--- config.mk ---
export PLATFORM = sky130hd
export DESIGN_NAME = prqc_front
export DESIGN_NICKNAME = d
export VERILOG_FILES = /design/src/sv/prqc_pkg.sv /design/src/sv/prqc_front.sv
export SDC_FILE = /design/constraint.sdc
export NUM_CORES = 1
export LEC_CHECK = 0
export ABC_CLOCK_PERIOD_IN_PS = 800
export CORE_AREA = 8 8 51 53
export DETAILED_ROUTE_END_ITERATION = 7
export DIE_AREA = 0 0 59 61
export DONT_BUFFER_PORTS = 1
export PLACE_DENSITY_LB_ADDON = 0.25
export SYNTH_ARGS = -nofsm -noshare
export SYNTH_HDL_FRONTEND = slang
export SYNTH_SLANG_ARGS = --single-unit
--- constraint.sdc ---
create_clock -name vclk -period 0.8
set_input_delay 0.08 -clock vclk [all_inputs]
set_output_delay 0.08 -clock vclk [all_outputs]
set_load 0.02 [all_outputs]
--- src/sv/prqc_pkg.sv ---
package prqc_pkg;

	localparam int POOL_DEPTH     = 256;
	localparam int NUM_REQUESTERS = 256;
	localparam int NUM_SOURCES    = 50;
	localparam int DEFAULT_BATCH  = 6;
	localparam int MAX_BATCH      = 64;

	localparam int IDX_W     = $clog2(POOL_DEPTH);
	localparam int PTR_W     = IDX_W + 1;
	localparam int CNT_W     = $clog2(POOL_DEPTH + 1);
	localparam int RQ_IDX_W  = (NUM_REQUESTERS > 1) ? $clog2(NUM_REQUESTERS) : 1;
	localparam int SRC_IDX_W = (NUM_SOURCES > 1) ? $clog2(NUM_SOURCES) : 1;
	localparam int LIM_W     = 7;

	localparam logic [PTR_W-1:0] NIL = PTR_W'(POOL_DEPTH);

	localparam logic [1:0] ACT_ENQ    = 2'd0;
	localparam logic [1:0] ACT_CANCEL = 2'd1;
	localparam logic [1:0] ACT_TICK   = 2'd2;
	localparam logic [1:0] ACT_IGNORE = 2'd3;

	localparam logic [2:0] KIND_QUEUED     = 3'd0;
	localparam logic [2:0] KIND_REFUSED    = 3'd1;
	localparam logic [2:0] KIND_CANCELLED  = 3'd2;
	localparam logic [2:0] KIND_NONE       = 3'd3;
	localparam logic [2:0] KIND_DISPATCHED = 3'd4;
	localparam logic [2:0] KIND_TICK_IDLE  = 3'd5;

	typedef enum logic [2:0] {
		OP_ENQ    = 3'd0,
		OP_BAD    = 3'd1,
		OP_CANCEL = 3'd2,
		OP_NONE   = 3'd3,
		OP_TICK   = 3'd4
	} op_t;

	typedef struct packed {
		op_t               op;
		logic [7:0]        req;
		logic [15:0]       sel;
		logic [31:0]       par;
		logic [5:0]        src;
		logic              src_ok;
		logic [LIM_W-1:0]  limit;
	} cmd_t;

	typedef struct packed {
		logic [7:0]  req;
		logic [15:0] sel;
		logic [31:0] par;
		logic [5:0]  src;
	} ent_t;

endpackage

--- src/sv/prqc_front.sv ---
module prqc_front (
	input  logic                      in_valid,
	output logic                      in_ready,
	input  logic [1:0]                action,
	input  logic [7:0]                requester,
	input  logic [15:0]               selection_index,
	input  logic [31:0]               move_params,
	input  logic [5:0]                source_id,
	input  logic [prqc_pkg::LIM_W-1:0] batch_limit,
	input  logic                      q_full,
	output logic                      push,
	output prqc_pkg::cmd_t            cmd
);
	import prqc_pkg::*;

	logic req_ok;
	logic src_ok;

	assign in_ready = !q_full;
	assign req_ok   = {1'b0, requester} < 9'(NUM_REQUESTERS);
	assign src_ok   = source_id < 6'(NUM_SOURCES);
	// unknown action is taken and dropped
	assign push     = in_valid && !q_full && (action != ACT_IGNORE);

	always_comb begin
		cmd.req    = requester;
		cmd.sel    = selection_index;
		cmd.par    = move_params;
		cmd.src    = source_id;
		cmd.src_ok = src_ok;
		cmd.limit  = (batch_limit > LIM_W'(MAX_BATCH)) ? LIM_W'(MAX_BATCH) : batch_limit;
		unique case (action)
			ACT_ENQ:    cmd.op = (req_ok && src_ok) ? OP_ENQ : OP_BAD;
			ACT_CANCEL: cmd.op = req_ok ? OP_CANCEL : OP_NONE;
			ACT_TICK:   cmd.op = OP_TICK;
			default:    cmd.op = OP_TICK;
		endcase
	end
endmodule

# Yosys cells after proc, flatten, opt, wreduce, memory -nomap -nowiden
# Cells that the tools add are included.
totals:
  output_inout_bits: 75
  wordCells: 11
  regBits: 0
op_classes:
  reduce_logical: 4
  magnitude_cmp: 2
  n_eq_ne: 2
  mux: 3
ops:
  columns: ["operator", "count"]
  rows:
  - ["$gt A7 B7 Y1 const B", 1]
  - ["$mux W7", 1]
  - ["$lt A6 B6 Y1 const B", 1]
  - ["$pmux W3 S2", 1]
  - ["$eq A2 B1 Y1 const B", 1]
  - ["$logic_and A1 B1 Y1", 2]
  - ["$logic_not A2 Y1", 1]
  - ["$ne A2 B2 Y1 const B", 1]
  - ["$logic_not A1 Y1", 1]
  - ["$mux W1", 1]

# Longest topological paths before layout
logic_depth:
  word_depth: 3
  depth_mapped: 2
  depth_no_buf: 2

# Least setup slack after synthesis
# Ideal clock, no wire load.
synth_timing:
  path_type: "input port to output port"
  start: "input port source_id[3]"
  end: "output port cmd[7] (netlist name)"
  stages: 2
  setup_slack_ps: 184
  t_arrival_ps: 536
  path_cell_list: "o311ai_4 buf_4"
synth_rtl:
  columns: ["element", "line", "rtl"]
  rows:
  - ["start: declaration", "prqc_front.sv:8", "input logic [5:0] source_id,"]
  - ["end: declaration", "prqc_front.sv:12", "output prqc_pkg::cmd_t cmd"]

==> metrics.cfg <==
[outcome]
status=finished clean

[floorplanning]
die_w_um=59
start_util=0.312
fp-row-count=16
design.die.area_um2=3600
coreArea_um2=1840
io_pins=148
die_y_um=61

[synth]
synthTopCellsByArea=buf_4, nor2b_1, o311ai_4
syn_area_um2=574
avgSynthCellArea_um2=7.46
ys_seq_area_frac=0
yosysTopAreaCell=buf_4
syn-num-nets=150
post-synth-top-count-cell=buf_4
synth_common_cells=buf_4, nor2b_1, clkbuf_1
synth_cell_types=8
yosys_warnings=0
syn_inst=77
yosysTopAreaCellShare=0.824

[grt]
antenna_found_initial=0
grt_pass1_vias=238
grt_use_total=0.0582
grt_overflow=0
grt_pass1_wl_mm=1.58
grt_max_degree=8

[power]
p_leak_uw=0.0000637
peakVddDrop_uv=121
power_density_nw_per_um2=523

[detailed_routing]
drc=0
top_layer=met4
dr_wl_met3_um=387
post_drt_wl_per_cell_um=29.8
postRouteAntennaNets=0
viasPerCell=4.47
via_count=201
drt_iter0_drc=3
first_pass_iters=2
wl_met1_um=218
wl_met2_um=559
drt-total-wl_mm=1.34

[cells_and_area]
seq_cells=0
fill_cells=216
nets=93
multi_input_area_um2=90.1
synthToLayoutAreaGrowth_pct=-69.9
final.clkbuf_count=0
num_antenna_cells=0
drive_above_1_share=0.444
final_util=0.0938
regArea_um2=0

[timing]
clock.fmax_mhz=1540
maxSlewHeadroom=0.717
maxSlewViolCount=0
setup_viol=0
finalCritPeriodShare=0.812
min_period_ns=0.650
fin_tns_setup_ns=0
final_hold_viol_count=0
grt_setup_unrepaired=false
worst-slew-pin-transition_ns=0.424

[setup_path]
path_cells=o311ai_4 > buf_4
cpMaxStageDelayCell=o311ai_4
path_max_fanout=2
cp.required_ns=0.72
crit_path_max_incr_delay_ns=0.29
critPathKind=in -> out
critical-path-top-delay-family=compound AO/OA/AOI/OAI gates
critPathBufInv=1
arrival_ns=0.57
crit_path_start_kind=input pin
end_kind=output pin

[hold_path]
hold_class=in -> out

[placement]
place.port_buffers=0
routabilityCongestion=0.543

[clocking]
hold_buffers=0
cts_setup_buffers=0
cts_resized=0

[job]
drv_cap=0

[routing by layer]
metal,GRT usage,up-vias
li1,-,53
met4,0.0922,0
met5,0,-
met1,0.0200,67
met2,0.0857,53
met3,0.0763,28
[per-stage QoR]
stage,total power (uW),setup WS (ns),area (um^2),instances,hold WS [ns]
after floorplan,529,0.184,574,77,0.211
after global placement,92.9,0.146,173,45,0.160
after detailed placement,92.8,0.139,173,45,0.160
after CTS,92.6,0.139,173,45,0.160
after global routing,96.1,0.121,173,45,0.160
final,90.2,0.150,173,45,0.160
[report_power, final]
group | switching [uW] | internal (uW)
Sequential | 0 | 0
Clock | 0 | 0
Combinational | 53.3 | 36.9
[path summary, 6_finish.rpt]
kind | startpoint | to | slack (ns) | cells past startpoint
setup / recovery | source_id[3] | cmd[7] | 0.15 | 2
hold / removal | move_params[17] | cmd[31] | 0.16 | 0
[logic make-up (layout without fill, tap and decap cells)]
kind of cell	count (synthesis)	after routing	synth area share
buf+inv	66	7	0.843
compound gates	1	1	0.0458
simple gates	10	10	0.111
[layout by cell type, fill, tap and decap left out]
cell	count
and3_1	1
nand2_1	1
nor2b_1	7
buf_4	6
inv_1	1
nor3_2	1
o311ai_4	1
[layout make-up]
type / instances / area share
timing repair buffer: 6 / 0.261
inverter: 1 / 0.0217
tap: 27 / 0.196
multi-input combinational: 11 / 0.522
(Power assumes the default switching activity.)
