==> src/sv/prqc_pkg.sv <==
package prqc_pkg;

	localparam int POOL_DEPTH     = 256;
	localparam int NUM_REQUESTERS = 256;
	localparam int NUM_SOURCES    = 50;
	localparam int DEFAULT_BATCH  = 6;
	localparam int MAX_BATCH      = 64;

	localparam int IDX_W     = $clog2(POOL_DEPTH);
	localparam int PTR_W     = IDX_W + 1;
	localparam int CNT_W     = $clog2(POOL_DEPTH + 1);
	localparam int RQ_IDX_W  = (NUM_REQUESTERS > 1) ? $clog2(NUM_REQUESTERS) : 1;
	localparam int SRC_IDX_W = (NUM_SOURCES > 1) ? $clog2(NUM_SOURCES) : 1;
	localparam int LIM_W     = 7;

	localparam logic [PTR_W-1:0] NIL = PTR_W'(POOL_DEPTH);

	localparam logic [1:0] ACT_ENQ    = 2'd0;
	localparam logic [1:0] ACT_CANCEL = 2'd1;
	localparam logic [1:0] ACT_TICK   = 2'd2;
	localparam logic [1:0] ACT_IGNORE = 2'd3;

	localparam logic [2:0] KIND_QUEUED     = 3'd0;
	localparam logic [2:0] KIND_REFUSED    = 3'd1;
	localparam logic [2:0] KIND_CANCELLED  = 3'd2;
	localparam logic [2:0] KIND_NONE       = 3'd3;
	localparam logic [2:0] KIND_DISPATCHED = 3'd4;
	localparam logic [2:0] KIND_TICK_IDLE  = 3'd5;

	typedef enum logic [2:0] {
		OP_ENQ    = 3'd0,
		OP_BAD    = 3'd1,
		OP_CANCEL = 3'd2,
		OP_NONE   = 3'd3,
		OP_TICK   = 3'd4
	} op_t;

	typedef struct packed {
		op_t               op;
		logic [7:0]        req;
		logic [15:0]       sel;
		logic [31:0]       par;
		logic [5:0]        src;
		logic              src_ok;
		logic [LIM_W-1:0]  limit;
	} cmd_t;

	typedef struct packed {
		logic [7:0]  req;
		logic [15:0] sel;
		logic [31:0] par;
		logic [5:0]  src;
	} ent_t;

endpackage

==> src/sv/prqc_cmdq.sv <==
module prqc_cmdq (
	input  logic           clk,
	input  logic           arst_n,
	input  logic           push,
	input  prqc_pkg::cmd_t push_cmd,
	output logic           full,
	output logic           cmd_valid,
	output prqc_pkg::cmd_t cmd,
	input  logic           pop
);
	import prqc_pkg::*;

	cmd_t       slot_q [2];
	logic       wp_q;
	logic       rp_q;
	logic [1:0] cnt_q;

	assign full      = cnt_q == 2'd2;
	assign cmd_valid = cnt_q != 2'd0;
	assign cmd       = slot_q[rp_q];

	always_ff @(posedge clk or negedge arst_n) begin
		if (!arst_n) begin
			wp_q  <= 1'b0;
			rp_q  <= 1'b0;
			cnt_q <= 2'd0;
		end else begin
			if (push) wp_q <= !wp_q;
			if (pop) rp_q <= !rp_q;
			if (push && !pop) cnt_q <= cnt_q + 2'd1;
			else if (pop && !push) cnt_q <= cnt_q - 2'd1;
		end
	end

	always_ff @(posedge clk) begin
		if (push) slot_q[wp_q] <= push_cmd;
	end
endmodule

==> config.mk <==
export PLATFORM = sky130hd
export DESIGN_NAME = prqc_cmdq
export DESIGN_NICKNAME = d
export VERILOG_FILES = /design/src/sv/prqc_pkg.sv /design/src/sv/prqc_cmdq.sv
export SDC_FILE = /design/constraint.sdc
export NUM_CORES = 1
export LEC_CHECK = 0
export ABC_AREA = 0
export CAP_MARGIN = 20
export CORE_MARGIN = 5
export CORE_UTILIZATION = 60
export CTS_CLUSTER_DIAMETER = 60
export DETAILED_ROUTE_END_ITERATION = 12
export DONT_BUFFER_PORTS = 1
export GPL_TIMING_DRIVEN = 0
export HOLD_SLACK_MARGIN = 0.02
export PLACE_DENSITY = 0.86
export SLEW_MARGIN = 15
export SYNTH_ARGS = -nofsm -noshare
export SYNTH_HDL_FRONTEND = slang
export SYNTH_SLANG_ARGS = --single-unit
==> constraint.sdc <==
create_clock -name clk -period 5.9 [get_ports clk]
set_input_delay 1.475 -clock clk [delete_from_list [all_inputs] [get_ports clk]]
set_output_delay 1.475 -clock clk [all_outputs]
set_load 0.02 [all_outputs]
After elaboration in Yosys (flattened, before gate mapping)
Memories as Yosys holds them, arrays and structs flattened.
Index checks and enable logic that the tools add are counted.
- add/subtract/negate cells: 2
- equality and inequality tests: 1
- muxes and demuxes: 4
- reductions and logical operators: 8
- operator list (cell ; number):
    $logic_not 1->1 ; 4
    $mux 2 ; 2
    $reduce_bool 2->1 ; 2
    $add 2x1->2 const B ; 1
    $eq 2x2->1 const B ; 1
    $logic_and 1x1->1 ; 2
    $mux 1 ; 2
    $sub 2x1->2 const B ; 1
- register bits after elaboration: 4
- memory bits (writable): 146
- bits of input ports: 77
- output and inout bits: 75
- word-level logic and storage cells: 19
- memories: 1
- memory list (memory ; depth ; width ; read ports ; clocked after memory_dff ; wr ports ; line ; source):
    slot_q ; 2 ; 73 ; 1 ; 0 ; 1 ; prqc_cmdq.sv:13 ; cmd_t slot_q [2];

Longest topological paths before layout
Gate-level depths: netlist of the first run.
- word-level depth: 4
- depth in mapped cells: 5
- depth with buffers taken out: 5

Worst setup path before layout of the first run
Ideal clock, no wire load.
- kind: input port to flip-flop
- start: in push
- end: mem slot_q[0][0] in the netlist's numbering, enable pin
- setup time: 513 ps
- arrival: 4674 ps
- data required time: 5387 ps
- path slack: 713 ps
- cell stages on the path: 1
- buffers on the path: 0
- path through: nor2b_1
- longest elaborated chain between the ends: 2
- RTL lines (element ; line ; source):
    start, declared ; prqc_cmdq.sv:4 ; input logic push,
    $mux 1 ; prqc_cmdq.sv:36 ; if (push) slot_q[wp_q] <= push_cmd;
    $mux 1 (not written as such) ; prqc_cmdq.sv:36 ;
    end, declared ; prqc_cmdq.sv:13 ;
No other way between the ends.

==> flow_metrics.tcl, run 1 <==
set metrics [dict create \
    hold_class "reg2reg" \
    slew_violations 0 \
    drc 0 \
    gr-total-overflow 0 \
    power_frac_seq_pct 40.7 \
    drt-initial-drc-count 150 \
    path_max_fanout 10 \
    antenna_found_initial 0 \
    synth-seq-cells 150 \
    power_switching_share_pct 31.6 \
    synth_cell_types 14 \
    power_frac_comb_pct 30.1 \
    clock_latency_ns 0.50 \
    peakVddDrop_mv 0.342 \
    path_class "reg2out" \
    yosysWarnings 0 \
    period_needed_ns 3.09 \
    hold_buffers 0 \
    n_fill_cell 529 \
    clkPwrFrac_pct 29.1 \
    place_hpwl_mm 6.47 \
    postLayoutCoreUtil_pct 70.8 \
    numCtsBuffers 17 \
    hold_ws_ns 0.506 \
    relSlewSlack_pct 48.8 \
    p_leak_nw 2.38 \
    synthCells 243 \
    status "finished, final reports clean" \
    multi_input_comb_area_um2 1140 \
    routed-via-count 2270 \
    core-area_um2 9240 \
    regArea_um2 4480 \
    clockRootBuffer "clkbuf_8" \
    path_clk_slew_ns 0.07 \
    p_int_mw 2.48 \
    cts_sinks 150 \
    end_kind "primary output" \
    design.die.area_um2 11600 \
    grt_pass1_wl_mm 14.0 \
    antennaDiodeCount 0 \
    post_cts_resized 0 \
    synth.largest_area_cell "edfxtp_1" \
    ant_nets 0 \
    power.switching_mw 1.14 \
    h-tree-depth 4 \
    finalNonFillerCells 407 \
    cts_buffer_depth 2 \
    routed_wl_mm 9.24 \
    placementRows 35 \
    die_y_um 108 \
    syn_area_um2 5700 \
    ys_seq_area_share_pct 78.6 \
    die_w_um 108 \
    max_freq_ghz 0.323 \
    drtPass1Iterations 4 \
    worst_pin_slew_ns 0.767 \
    tritoncts "built" \
    post_drt_wl_per_cell_um 22.7 \
    finalHoldViolations 0 \
    start_kind "register" \
    final_nets 343 \
    synth_top_area_share_pct 76.9 \
    dp.cells 375 \
    synth_nets 321 \
    power.density_nw_per_um2 553 \
    finalPower_mw 3.62 \
    grt_pass1_vias 2518 \
    rsz0062_at_grt "no" \
    io-pin-count 152 \
    final_layout_size_suffix_gt1_share_pct 42.8 \
    max_cap_violations 0 \
    critical_path_arrival_ns 1.62 \
    worst_ep_required_time_ns 4.43 \
    grt_usage_pct 16.5 \
    synthTopCellsByArea "edfxtp_1, mux2_4, mux2_2" \
    skew_ns 0.00849 \
    area_growth_pct 14.7 \
    setup_viol 0 \
    initial_utilization_pct 61.7 \
    vias_per_cell 5.58 \
    grt_max_degree 42 \
    avgSynthCellArea_um2 23.5 \
    place.gp.congestion 0.635 \
    fin_crit_sh_pct 52.4 \
    io_buffers 0 \
    postCtsSetupRepairBufs 0 \
]
## path summary, 6_finish.rpt
path,slack (ns),start,cells after the start,end
max in group asynchronous,5.17,arst_n,0,cnt_q[1]
worst max register to register,4.22,wp_q,2,slot_q[0][31]
min in group asynchronous,0.66,arst_n,0,cnt_q[0]
worst min register to register,0.51,cnt_q[1],1,cnt_q[1]
worst max-delay path,2.81,rp_q,3,cmd[11]
worst min-delay path,0.51,cnt_q[1],1,cnt_q[1]
## logic make-up after synthesis
logic type | count (synthesis) | share of synthesized area, %
buffers and inverters | 9 | 1.54
DFF | 150 | 78.6
xor gates and xnor gates | 5 | 0.768
muxes | 73 | 18.4
adders and majority gates | 1 | 0.219
and+or+nand+nor | 5 | 0.505
## layer usage
layer / up-vias / track usage, % / wire length, um
li1: 1006 / - / -
met1: 1128 / 17.3 / 3130
met2: 126 / 26.9 / 4680
met3: 10 / 10.4 / 1330
met4: 0 / 6.13 / 106
met5: - / 0 / 0
## cell usage after synthesis (all sizes together)
cell	number
edfxtp	146
mux2	73
buf	8
dfrtp	4
xor2	4
nor2b	2
and2	1
ha	1
inv	1
nor2	1
or2	1
xnor2	1
## cell usage in the layout (no fill, tap or decap)
cell type	count
and2_4	1
buf_12	2
buf_16	1
buf_2	1
buf_6	7
bufinv_16	2
clkbuf_16	16
clkbuf_8	1
clkinv_2	1
clkinv_4	3
clkinv_8	1
dfrtp_1	4
edfxtp_1	146
ha_1	1
inv_1	1
inv_6	6
inv_8	2
mux2_2	13
mux2_4	60
nor2_1	1
nor2b_1	1
nor2b_4	1
or2_2	1
xnor2_1	1
xor2_1	4
## worst max-delay path: stages (launching register included)
cell and delay (ns):
dfrtp_1 0.36, buf_6 0.19, buf_6 0.20, mux2_4 0.36
## flip-flops by register name (all words and copies together), names as in the netlist
signal	cells
rp_q	1
slot_q	146
cnt_q	2
wp_q	1
## layout make-up
class                   instances  area share [%]
multi-input cells              84            17.5
clock inverters                15            2.79
well taps                     129            2.47
flip-flops and latches        150            68.6
repair buffers                  3            1.03
inverters                       1          0.0574
clock buffers                  17            6.33
plain buffers                   8            1.28
## per-stage QoR
step | setup WS [ns] | cell area, um^2 | setup TNS, ns
2_1_floorplan | 0.713 | 5700 | 0
3_3_place_gp | -0.730 | 5870 | -53.06
3_5_place_dp | 3.15 | 5940 | 0
4_1_cts | 2.77 | 6540 | 0
5_1_grt | 2.72 | 6540 | 0
6_report | 2.81 | 6540 | 0
## power by group through the flow
| stage | clock network [mW] | logic, mW | registers, mW |
|---|---|---|---|
| 5_1_grt | 1.12 | 1.15 | 1.49 |
| 3_3_place_gp | 0 | 1.06 | 1.51 |
| 3_5_place_dp | 0 | 1.11 | 1.50 |
| 6_report | 1.05 | 1.09 | 1.47 |
| 4_1_cts | 1.07 | 1.11 | 1.48 |
| 2_1_floorplan | 0 | 0.932 | 1.50 |
Power figures use the tool's default switching activity.
==> inputs of run 2 (changes only) <==
clock period = 2.9 ns   (was 5.9 ns; I/O delays follow)
==> flow_metrics.tcl, run 2 (synthesis results as in run 1) <==
set metrics [dict create \
    h-tree-depth 4 \
    final_layout_size_suffix_gt1_share_pct 42.3 \
    hold_ws_ns 0.301 \
    layout_commonest_cell "edfxtp_1" \
    ant_nets 0 \
    area_growth_pct 14.1 \
    mostFrequentLayoutCells "edfxtp_1, mux2_4, clkbuf_16" \
    status "finished, final reports clean" \
    period_needed_ns 2.34 \
    clockRootBuffer "clkbuf_8" \
    antenna_found_initial 0 \
    drc 0 \
    slew_violations 0 \
    drtPass1Iterations 4 \
    regArea_um2 4480 \
    path_class "reg2out" \
    worst_ep_required_time_ns 2.17 \
    io_buffers 0 \
    post_cts_resized 0 \
    die_y_um 108 \
    numCtsBuffers 17 \
    initial_utilization_pct 61.7 \
    min_from "pop" \
    path_max_fanout 10 \
    path_clk_slew_ns 0.06 \
    antennaDiodeCount 0 \
    final_nets 344 \
    max_freq_ghz 0.428 \
    gr-total-overflow 0 \
    vias_per_cell 5.51 \
    regMostFlops "slot_q" \
    finalHoldViolations 0 \
    r2r-start "wp_q" \
    relSlewSlack_pct 51.4 \
    multi_input_comb_area_um2 1140 \
    postLayoutCoreUtil_pct 70.4 \
    cp_top_family "buffers and inverters" \
    skew_ns 0.00861 \
    r2r_slack_ns 1.25 \
    power.density_nw_per_um2 1110 \
    post_drt_wl_per_cell_um 22.8 \
    grt_usage_pct 16.8 \
    critical_path_buf_inv_count 2 \
    fin_crit_sh_pct 80.6 \
    drt-initial-drc-count 122 \
    design.die.area_um2 11600 \
    grt_max_degree 48 \
    grt_pass1_vias 2449 \
    place.gp.congestion 0.671 \
    io-pin-count 152 \
    place_hpwl_mm 6.41 \
    routed-via-count 2247 \
    crit_top_cell "buf_6" \
    n_fill_cell 546 \
    hold_class "in2reg" \
    rsz0062_at_grt "no" \
    tritoncts "built" \
    cts_sinks 150 \
    critical_path_arrival_ns 1.61 \
    p_leak_nw 2.37 \
    core-area_um2 9240 \
    min_delay_path_depth 1 \
    max_cap_violations 0 \
    setup_viol 0 \
    start_kind "register" \
    slowest_delay_ns 0.36 \
    min_to "rp_q" \
    r2r_end "slot_q[0][51]" \
    reg_top3 "slot_q x146, cnt_q x2" \
    peakVddDrop_mv 0.720 \
    grt_pass1_wl_mm 14.1 \
    die_w_um 108 \
    worst_pin_slew_ns 0.728 \
    reg2reg_depth 2 \
    routed_wl_mm 9.32 \
    clock_latency_ns 0.50 \
    worstPathCellList "buf_6 > buf_6 > mux2_4" \
    largest_reg_flops 146 \
    placementRows 35 \
    cp_slowest_cell "mux2_4" \
    end_kind "primary output" \
    cts_buffer_depth 2 \
]
## run 2: cell count changes in the layout (fill, tap and decap cells not counted), sizes merged
| cell | change |
|---|---|
| inv | +1 |
| bufinv | -1 |
| dlygate4sd3 | +1 |
| clkinv | -1 |
| clkinvlp | +1 |
## run 2: area by class of cell
cell class,count,area share [%]
flip-flops and latches,150,68.9
clock buffers,17,6.36
multi-input cells,84,17.6
repair buffers,4,1.19
clock inverters,15,2.15
well taps,129,2.48
plain buffers,8,1.29
inverters,1,0.0577
## run 2: how the worst max path moves through the flow
stage                     from            end  slack, ns  cells after the start
after floorplan           push   slot_q[1][0]       0.03                      1
after global placement    push  slot_q[1][71]      -0.72                      1
after detailed placement  push  slot_q[0][68]       0.95                      2
after CTS                 rp_q         cmd[7]       0.51                      3
after global routing      rp_q         cmd[7]       0.47                      3
final                     rp_q         cmd[7]       0.56                      3
## run 2: through the flow
stage	TNS [ns]	total power, mW	cell area (um^2)	setup slack, ns	cells
floorplan	0	4.92	5710	0.0342	243
global placement	-52.03	5.20	5870	-0.717	372
detailed placement	0	5.30	5940	0.948	375
CTS	0	7.31	6510	0.512	408
global route	0	7.53	6510	0.472	408
finish	0	7.22	6510	0.563	408
## run 2: repair_timing
action / in CTS / in global routing
buffers inserted: 0 / 0
hold buffers: 1 / 0
hold endpoints to repair: 4 / 0
## run 2: power by group
group	total, mW	switching (mW)	internal, mW
Clock	2.01	0.850	1.16
Sequential	3.00	0.118	2.88
Combinational	2.22	1.32	0.899
Total	7.22	2.28	4.94
## run 2: per-layer routing
layer	share of wire, %	track usage (%)
met3	12	9.18
met4	0.86	5.68
met2	52	27.6
met5	0	0
met1	36	18.7
==> inputs of run 3 (changes only) <==
clock period = 2.25 ns   (was 2.9 ns; I/O delays follow)
==> flow_metrics.tcl, run 3 (synthesis results as in run 1) <==
set metrics [dict create \
    status "finished, final reports clean" \
    mostFrequentLayoutCells "edfxtp_1, mux2_4, clkbuf_16" \
    gr-total-overflow 0 \
    reg_top3 "slot_q x146, cnt_q x2" \
    rsz0062_at_grt "no" \
    setup_viol 0 \
    clockRootBuffer "clkbuf_8" \
    place_area_um2 5940 \
    place_hpwl_mm 6.37 \
    finalPower_mw 9.11 \
    drtPass1Iterations 5 \
    hold_ws_ns 0.144 \
    slew_violations 0 \
    largest_reg_flops 146 \
    worstPathCellList "buf_6 > buf_6 > mux2_4" \
    end_kind "primary output" \
    power.density_nw_per_um2 1410 \
    layout_commonest_cell "edfxtp_1" \
    antenna_found_initial 0 \
    final_layout_size_suffix_gt1_share_pct 41.2 \
    routed-via-count 2218 \
    clock_latency_ns 0.49 \
    path_max_fanout 10 \
    path_class "reg2out" \
    ant_nets 0 \
    period_needed_ns 2.16 \
    finalHoldViolations 0 \
    worst_pin_slew_ns 0.763 \
    drc 0 \
    skew_ns 0.00697 \
    max_cap_violations 0 \
    max_freq_ghz 0.463 \
    peakVddDrop_mv 0.720 \
    core-area_um2 9240 \
    area_growth_pct 13.5 \
    die_y_um 108 \
    critical_path_arrival_ns 1.60 \
    hold_class "in2reg" \
    cts_buffer_depth 2 \
    cts_sinks 150 \
    cp_slowest_cell "mux2_4" \
    p_leak_nw 2.33 \
    grt_usage_pct 16.7 \
    postCtsSetupRepairBufs 0 \
    start_kind "register" \
    relSlewSlack_pct 49.1 \
    grt_max_degree 49 \
    io-pin-count 152 \
    fin_crit_sh_pct 96.0 \
    worst_ep_required_time_ns 1.69 \
    slowest_delay_ns 0.36 \
    vias_per_cell 5.44 \
    regMostFlops "slot_q" \
    tritoncts "built" \
    numCtsBuffers 17 \
    grt_pass1_wl_mm 14.2 \
    final_nets 344 \
    initial_utilization_pct 61.7 \
    grt_pass1_vias 2471 \
    die_w_um 108 \
    post_drt_wl_per_cell_um 22.6 \
    routed_wl_mm 9.22 \
    io_buffers 0 \
    postLayoutCellArea_um2 6470 \
    place.gp.congestion 0.663 \
    crit_top_cell "buf_6" \
    design.die.area_um2 11600 \
    antennaDiodeCount 0 \
    path_clk_slew_ns 0.06 \
    h-tree-depth 4 \
    placementRows 35 \
    drt-initial-drc-count 128 \
]
## run 3: cell types whose count changed in the layout (fill, tap and decap cells not counted), sizes merged
cell	change
bufinv	-1
clkbuf	+2
clkinv	+2
clkinvlp	+3
inv	-6
## run 3: worst max-delay path: cells and delay by family (launching register included)
kind / cells / cell delay, ns
multiplexers: 1 / 0.36
buffers and inverters: 2 / 0.38
flip-flops: 1 / 0.35
## run 3: area by class of cell
cell class	count	area (um^2)
Multi-Input combinational cell	84	1140
Buffer	8	83.8
Fill cell	557	2770
Tap cell	129	161
Inverter	1	3.75
Clock inverter	13	98.8
Clock buffer	19	422
Sequential cell	150	4480
Timing Repair Buffer	4	77.6
## run 3: path summary, 6_finish.rpt
kind / startpoint / endpoint / slack, ns / cells past startpoint
max: rp_q / cmd[9] / 0.09 / 3
min: pop / rp_q / 0.14 / 1
max reg2reg: wp_q / slot_q[0][29] / 0.61 / 2
min reg2reg: cnt_q[1] / cnt_q[1] / 0.50 / 1
max in group asynchronous: arst_n / rp_q / 1.74 / 1
min in group asynchronous: arst_n / cnt_q[1] / 0.34 / 1
## run 3: per-stage QoR
step                setup WS (ns)  setup TNS [ns]  cells  utilization (%)
detailed placement          0.405               0    375             64.3
floorplan                   0.151               0    243                -
global placement           -0.348          -30.23    372             63.6
global route             0.000544               0    408             70.1
finish                     0.0899               0    408             70.1
CTS                        0.0491               0    408             70.1
## run 3: repair_timing
item	4_1_cts	5_1_grt
hold buffers	1	0
hold endpoints to repair	4	0
gates resized for setup	0	0
## run 3: routing by layer
metal,up-vias,track usage (%),part of all wire [%]
li1,1007,-,-
met1,1106,18.3,35
met5,-,0,0
met3,11,8.04,9.9
met4,0,6.22,1.4
met2,94,28.3,54
## run 3: power by group
part           switching (mW)  leakage (nW)  total (mW)  internal (mW)
logic                    1.68         0.676        2.84           1.16
clock network            1.04         0.241        2.40           1.36
registers               0.154          1.42        3.86           3.71
total                    2.88          2.33        9.11           6.23
